<file path="config.mk">
export PLATFORM = sky130hd
export DESIGN_NAME = telnet_iac_filter
export DESIGN_NICKNAME = d
export VERILOG_FILES = /design/src/design/tiac_pkg.sv /design/src/design/tiac_decode.sv /design/src/design/telnet_iac_filter.sv
export SDC_FILE = /design/constraint.sdc
export NUM_CORES = 1
export LEC_CHECK = 0
export BUFFER_PORTS_ARGS = -buffer_cell sky130_fd_sc_hd__buf_2
export CORE_UTILIZATION = 47
export DETAILED_ROUTE_END_ITERATION = 7
export GPL_ROUTABILITY_DRIVEN = 0
export HOLD_SLACK_MARGIN = 0.06
export PLACE_DENSITY_LB_ADDON = 0.3
export SYNTH_ARGS = -nofsm -noshare
export SYNTH_HDL_FRONTEND = slang
export SYNTH_SLANG_ARGS = --single-unit
</file>
<file path="constraint.sdc">
create_clock -name clk_i -period 3.1 [get_ports clk_i]
set_input_delay 0 -clock clk_i [delete_from_list [all_inputs] [get_ports clk_i]]
set_output_delay 0 -clock clk_i [all_outputs]
set_load 0.02 [all_outputs]
</file>
<file path="src/design/tiac_pkg.sv">
// Package for the telnet IAC filter: telnet codes, sequence state type,
// config register map and the decode result struct.
// No dependencies.
package tiac_pkg;

  localparam int unsigned ByteW   = 8;
  localparam int unsigned AddrW   = 1;
  localparam int unsigned ApbDataW = 32;

  // Telnet codes
  localparam logic [ByteW-1:0] IacCode  = 8'hFF;
  localparam logic [ByteW-1:0] CmdDont  = 8'hFE;
  localparam logic [ByteW-1:0] CmdDo    = 8'hFD;
  localparam logic [ByteW-1:0] CmdWont  = 8'hFC;
  localparam logic [ByteW-1:0] CmdWill  = 8'hFB;
  localparam logic [ByteW-1:0] NulByte  = 8'h00;

  // Register map
  localparam logic [AddrW-1:0] RegZeroFill   = 1'b0;
  localparam logic [ByteW-1:0] ZeroFillReset = 8'h20;

  // Output kinds
  localparam logic KindData  = 1'b0;
  localparam logic KindReply = 1'b1;

  // Reply byte index within a three-byte refusal
  localparam logic [1:0] PhaseIac   = 2'd0;
  localparam logic [1:0] PhaseReply = 2'd1;
  localparam logic [1:0] PhaseOpt   = 2'd2;

  typedef enum logic [1:0] {
    SEQ_IDLE = 2'd0,
    SEQ_IAC  = 2'd1,
    SEQ_NEG  = 2'd2
  } seq_e;

  typedef struct packed {
    logic             has_result;  // current phase produces an item
    logic             done;        // input item fully handled after this phase
    logic             kind;
    logic [ByteW-1:0] data;
    logic             last;
    seq_e             seq_nx;
    logic [ByteW-1:0] cmd_nx;
  } dec_t;

endpackage

</file>
<file path="src/design/tiac_decode.sv">
// Combinational decode of one held byte against the sequence state.
// Depends on tiac_pkg.
module tiac_decode (
  input  logic [7:0]    byte_i,
  input  logic          eoc_i,
  input  tiac_pkg::seq_e seq_i,
  input  logic [7:0]    cmd_i,
  input  logic [7:0]    fill_i,
  input  logic [1:0]    phase_i,
  output tiac_pkg::dec_t dec_o
);
  import tiac_pkg::*;

  logic       is_neg;
  logic [1:0] nres;
  logic [7:0] reply;

  assign is_neg = (byte_i == CmdWill) || (byte_i == CmdWont) ||
                  (byte_i == CmdDo)   || (byte_i == CmdDont);
  assign reply  = ((cmd_i == CmdWill) || (cmd_i == CmdWont)) ? CmdDont : CmdWont;

  always_comb begin
    nres          = 2'd0;
    dec_o.seq_nx  = seq_i;
    dec_o.cmd_nx  = cmd_i;
    if (byte_i == NulByte) begin
      nres = 2'd1;
    end else begin
      unique case (seq_i)
        SEQ_IDLE: begin
          if (byte_i == IacCode) begin
            dec_o.seq_nx = SEQ_IAC;
          end else begin
            nres = 2'd1;
          end
        end
        SEQ_IAC: begin
          if (is_neg) begin
            dec_o.seq_nx = SEQ_NEG;
            dec_o.cmd_nx = byte_i;
          end else if (byte_i == IacCode) begin
            nres         = 2'd1;
            dec_o.seq_nx = SEQ_IDLE;
          end else begin
            dec_o.seq_nx = SEQ_IDLE;  // unknown command: swallow
          end
        end
        default: begin
          nres         = 2'd3;
          dec_o.seq_nx = SEQ_IDLE;
        end
      endcase
    end
    if (eoc_i) begin
      dec_o.seq_nx = SEQ_IDLE;
      dec_o.cmd_nx = NulByte;
    end

    dec_o.has_result = (nres != 2'd0);
    if (nres == 2'd3) begin
      dec_o.kind = KindReply;
      dec_o.last = (phase_i == PhaseOpt);
      dec_o.done = (phase_i == PhaseOpt);
      case (phase_i)
        PhaseIac:   dec_o.data = IacCode;
        PhaseReply: dec_o.data = reply;
        default:    dec_o.data = byte_i;
      endcase
    end else begin
      dec_o.kind = KindData;
      dec_o.last = 1'b1;
      dec_o.done = 1'b1;
      dec_o.data = (byte_i == NulByte) ? fill_i : byte_i;
    end
  end

endmodule

</file>
<file path="src/design/telnet_iac_filter.sv">
// Top level of the telnet IAC filter: input register, decode, output register
// and the APB fill-byte register. Depends on tiac_pkg and tiac_decode.
//
// Received telnet bytes enter on the slave stream (tlast marks the end of a
// chunk) and leave on the master stream, with tuser telling a host data byte
// (0) from a reply byte for the link (1) and tlast flagging the last output
// caused by an input byte. Zero bytes come out as the fill byte (register at
// address 0, 0x20 after reset); IAC WILL/WONT and IAC DO/DONT are refused with
// three reply bytes; IAC IAC gives one 0xFF data byte; other commands are
// dropped. A byte that yields at most one output retires as that output loads,
// or at once if it has none, so the block sustains one byte per cycle while the
// output is not stalled; a refusal loads its reply bytes one at a time into the
// output register and holds the input register until the third one loads.
// Write the fill byte only while the block is idle.
module telnet_iac_filter (
  input  logic                          clk_i,
  input  logic                          rst_ni,
  // input stream
  input  logic                          s_axis_tvalid,
  output logic                          s_axis_tready,
  input  logic [7:0]                    s_axis_tdata,   // [7:0] in_byte
  input  logic                          s_axis_tlast,   // end_of_chunk
  // output stream
  output logic                          m_axis_tvalid,
  input  logic                          m_axis_tready,
  output logic [7:0]                    m_axis_tdata,   // [7:0] out_byte
  output logic                          m_axis_tuser,   // [0] out_kind
  output logic                          m_axis_tlast,   // out_last
  // configuration
  input  logic                          psel,
  input  logic                          penable,
  input  logic                          pwrite,
  input  logic [tiac_pkg::AddrW-1:0]    paddr,
  input  logic [tiac_pkg::ApbDataW-1:0] pwdata,
  output logic [tiac_pkg::ApbDataW-1:0] prdata,
  output logic                          pready
);
  import tiac_pkg::*;

  // held input item
  logic       in_valid_q, in_valid_d;
  logic [7:0] in_byte_q;
  logic       in_last_q;
  // sequence state
  seq_e       seq_q, seq_d;
  logic [7:0] cmd_q, cmd_d;
  logic [1:0] phase_q, phase_d;
  // output register
  logic       out_valid_q, out_valid_d;
  logic [7:0] out_byte_q;
  logic       out_kind_q, out_last_q;
  // config
  logic [7:0] fill_q, fill_d;

  dec_t dec;
  logic out_room, out_load, consume, cfg_wr;

  tiac_decode u_decode (
    .byte_i  (in_byte_q),
    .eoc_i   (in_last_q),
    .seq_i   (seq_q),
    .cmd_i   (cmd_q),
    .fill_i  (fill_q),
    .phase_i (phase_q),
    .dec_o   (dec)
  );

  // Output register frees up when empty or when its item is taken now.
  assign out_room = !out_valid_q || m_axis_tready;
  assign out_load = in_valid_q && dec.has_result && out_room;
  // Retire the held byte once its last output loads, or at once if it has none.
  assign consume  = in_valid_q && dec.done && (!dec.has_result || out_room);
  assign s_axis_tready = !in_valid_q || consume;

  always_comb begin
    in_valid_d = s_axis_tready ? s_axis_tvalid : in_valid_q;
    seq_d      = consume ? dec.seq_nx : seq_q;
    cmd_d      = consume ? dec.cmd_nx : cmd_q;
    // advance through the three reply bytes, reset when the byte retires
    if (consume) begin
      phase_d = PhaseIac;
    end else if (out_load) begin
      phase_d = phase_q + 2'd1;
    end else begin
      phase_d = phase_q;
    end
    if (out_load) begin
      out_valid_d = 1'b1;
    end else if (m_axis_tready) begin
      out_valid_d = 1'b0;
    end else begin
      out_valid_d = out_valid_q;
    end
    fill_d = cfg_wr ? pwdata[7:0] : fill_q;
  end

  always_ff @(posedge clk_i or negedge rst_ni) begin
    if (!rst_ni) begin
      in_valid_q  <= 1'b0;
      seq_q       <= SEQ_IDLE;
      cmd_q       <= NulByte;
      phase_q     <= PhaseIac;
      out_valid_q <= 1'b0;
      fill_q      <= ZeroFillReset;
    end else begin
      in_valid_q  <= in_valid_d;
      seq_q       <= seq_d;
      cmd_q       <= cmd_d;
      phase_q     <= phase_d;
      out_valid_q <= out_valid_d;
      fill_q      <= fill_d;
    end
  end

  // payload registers
  always_ff @(posedge clk_i) begin
    if (s_axis_tvalid && s_axis_tready) begin
      in_byte_q <= s_axis_tdata;
      in_last_q <= s_axis_tlast;
    end
    if (out_load) begin
      out_byte_q <= dec.data;
      out_kind_q <= dec.kind;
      out_last_q <= dec.last;
    end
  end

  assign m_axis_tvalid = out_valid_q;
  assign m_axis_tdata  = out_byte_q;
  assign m_axis_tuser  = out_kind_q;
  assign m_axis_tlast  = out_last_q;

  // APB: single register, zero wait states
  assign pready = 1'b1;
  assign cfg_wr = psel && penable && pwrite && (paddr == RegZeroFill);
  assign prdata = (paddr == RegZeroFill) ? {{(ApbDataW-8){1'b0}}, fill_q} : '0;

  // A partly sent refusal always has its input byte still held.
  a_phase_held: assert property (@(posedge clk_i) disable iff (!rst_ni)
    (phase_q != PhaseIac) |-> in_valid_q)
    else $error("reply phase without held byte");

  // Mid-refusal outputs are reply bytes and never the last one.
  a_phase_reply: assert property (@(posedge clk_i) disable iff (!rst_ni)
    (phase_q != PhaseIac) && out_valid_q |-> (out_kind_q == KindReply) && !out_last_q)
    else $error("mid-refusal output not a reply");

  // Chunk end clears the sequence state.
  a_chunk_clear: assert property (@(posedge clk_i) disable iff (!rst_ni)
    consume && in_last_q |=> (seq_q == SEQ_IDLE) && (cmd_q == NulByte))
    else $error("sequence survived chunk end");

  // Loading a new output never overwrites one that was not taken.
  a_no_overwrite: assert property (@(posedge clk_i) disable iff (!rst_ni)
    out_load |-> (!out_valid_q || m_axis_tready))
    else $error("output overwritten");

endmodule

</file>
==> run metrics <==
status finished clean; Hold Fails Final Rpt 0; Initial Util 0.504; WL final 3950 um; clk_lat worst skew just under 0.3 ns; worst reg2reg setup slack between 0.6 and 0.7 ns; Worst R2R End in_last_q$_DFFE_PP_; max-slew violations 0; Main synth FF type dfrtp_1; root buffer cell clkbuf_8; ANT nets after route 0; final setup fails 0; largest net degree at the start of global routing 23; WL per Instance 13.8 um; Worst Clk Skew 0.00508 ns; Hold Path Depth 3; Synth top area share 0.273; Die Ht 68.7 um; first-pass GRT wire length 6230 um; Max VDD drop between 0.2 and 0.25 mV; drt initial violations 86; minimum clock period after layout ~2.5 ns; I/O Buffers 44; Cell Area, Synth 2090 um^2; initial antenna violation count 0; Global Route Usage Sum 0.188; core area 4140 um^2; DR vias/cell between 5 and 6; top-count cell post-synth buf_4; Req. time, crit path 3.10 ns; Cell variety after synth between 50 and 60; Mean Syn Cell Area about 12 um^2; Top-Level Pins 94; # diodes 0; TritonCTS clock tree yes; worst-path cell chain or4_4 > nor2_4 > a21oi_1 > o32ai_1 > inv_1 > buf_2; worst hold slack 0.142 ns; DP Wirelength 2720 um; Post-synth EDFFs 19; grt total ovfl 0; fin crit share 0.806; yosys warns 0; CTS Buf Count 5; DR vias 1437; Post-CTS Resized 0; Area Growth Syn to Fin 22.0%; r2r worst-path depth 6; Largest stage delay, worst path 0.59 ns; Pwr per Cell Area 476 nW/um^2; FP Rows 23; vias in the first global route roughly 1.4k; Seq/Total Area, Yosys 0.537; Peak Freq 0.400 GHz; Synth area leader edfxtp_1; Fin Setup TNS 0 ns; FFs w/ async S/R, synth 0.537; RSZ-0062 raised after global routing false; Startpoint Class flip-flop; CP endpoint kind primary output; Seq cells post-synth 41; filler cell count 337; die area 4710 um^2; largest cells by area after synthesis edfxtp_1 (27%), dfrtp_1 (25%), buf_4 (9.3%), mux2_2 (4.9%), o21a_1 (2.9%); Endpoint, Worst Hold m_axis_tvalid$_DFFE_PN0P_; Critical Path AT between 2 and 3 ns; Clock Sinks 41; static leakage between 1 and 1.5 nW; DR pass1 iterations 4; placed cells 260; Reg clk slew, reported paths 0.07 ns; Post-layout nets 288; Die Wd 68.7 um; CP max-delay cell or4_4; H-tree depth 2; layout cell share with drive strength beyond 1 0.329; HP Class in2reg; crit-path max FO 14; commonest cells in the synthesized netlist buf_4 (26), dfrtp_1 (21), edfxtp_1 (19); Reg2Reg Launch Point in_byte_q[0]$_DFFE_PP_; Layout Cells excl Fill 287; DRC errors left 0; Worst Min Path Start m_axis_tready; maxcap violations 0; critical path class reg2out; Mapped Cells 169; clock buffer depth 2
## cell usage in the layout, fill, tap and decap left out, drive strengths merged, types with 2 or more instances in the layout
cell | netlist | layout
a211oi | 2 | 2
edfxtp | 19 | 19
clkinv | 0 | 2
inv | 5 | 5
o211ai | 2 | 2
and2b | 2 | 2
a211o | 6 | 6
nor2 | 4 | 4
nand2 | 9 | 9
buf | 27 | 46
or4 | 2 | 2
o21a | 8 | 8
and3 | 2 | 2
mux2 | 10 | 10
clkbuf | 1 | 6
dfrtp | 21 | 21
ha | 3 | 3
nor2b | 9 | 9
nand4 | 3 | 3
a22o | 4 | 4
o21ai | 4 | 4
conb | 2 | 25
dlygate4sd3 | 0 | 19
## metrics by stage
step | util | worst slack (ns) | total power, mW | cell area, um^2
4_1_cts | 0.615 | 0.630 | 1.22 | 2550
3_5_place_dp | 0.546 | 0.647 | 0.848 | 2260
5_1_grt | 0.615 | 0.379 | 1.27 | 2550
6_report | 0.615 | 0.602 | 1.21 | 2550
2_1_floorplan | - | 0.902 | 0.804 | 2170
3_3_place_gp | 0.546 | 0.697 | 0.843 | 2260
## worst max-delay path by stage
| stage | from | endpoint | slack, ns |
|---|---|---|---|
| final | in_byte_q[0]$_DFFE_PP_ | s_axis_tready | 0.60 |
| after global placement | in_byte_q[2]$_DFFE_PP_ | in_byte_q[3]$_DFFE_PP_ | 0.70 |
| after floorplan | in_byte_q[0]$_DFFE_PP_ | in_byte_q[0]$_DFFE_PP_ | 0.90 |
| after CTS | in_byte_q[0]$_DFFE_PP_ | s_axis_tready | 0.63 |
| after detailed placement | in_byte_q[0]$_DFFE_PP_ | in_byte_q[3]$_DFFE_PP_ | 0.65 |
| after global routing | in_byte_q[0]$_DFFE_PP_ | s_axis_tready | 0.38 |
## logic make-up (layout without fill, tap and decap cells)
group / after synthesis / in the layout / synth area share
flip-flops: 41 / 41 / 0.537
other: 2 / 25 / 0.00360
buffers and inverters: 33 / 78 / 0.110
adder cells (fa/ha/maj): 3 / 3 / 0.0180
XOR/XNOR: 1 / 1 / 0.00419
AND/OR/NAND/NOR: 44 / 44 / 0.135
multiplexers: 10 / 10 / 0.0557
AO/OA/AOI/OAI: 35 / 35 / 0.135
## critical path, delay by kind of cell (launching register included)
family,cells,cell delay (ns)
buf+inv,2,0.26
compound gates,2,0.56
simple gates,2,0.88
flops,1,0.50
## layer usage
layer / vias to the layer above / GRT usage / share of wire
li1: 700 / - / -
met1: 681 / 0.235 / 0.45
met2: 47 / 0.305 / 0.49
met3: 9 / 0.0411 / 0.039
met4: 0 / 0.0964 / 0.019
met5: - / 0 / 0
## final cells by class
cell class | instances | area, um^2 | area share
Sequential cell | 41 | 1120 | 0.441
Tap cell | 50 | 62.6 | 0.0246
Clock inverter | 2 | 13.8 | 0.00540
Multi-Input combinational cell | 118 | 822 | 0.323
Timing Repair Buffer | 65 | 425 | 0.167
Inverter | 5 | 18.8 | 0.00737
Clock buffer | 6 | 82.6 | 0.0324
## repair_timing
item / CTS / global route
buffers inserted: 0 / 0
endpoints found under the hold margin: 40 / 0
hold buffers: 19 / 0
## flip-flops by register name (all words and copies together) (netlist names)
signal / flops
m_axis_tlast: 1
in_last_q: 1
seq_q: 2
phase_q: 2
cmd_q: 8
m_axis_tvalid: 1
in_valid_q: 1
m_axis_tuser: 1
in_byte_q: 8
fill_q: 8
m_axis_tdata: 8
## power by group
part,internal [mW],switching (mW),total (mW)
Combinational,0.0883,0.117,0.206
Clock,0.180,0.175,0.355
Sequential,0.618,0.0332,0.651
Power figures use the tool's default switching activity.
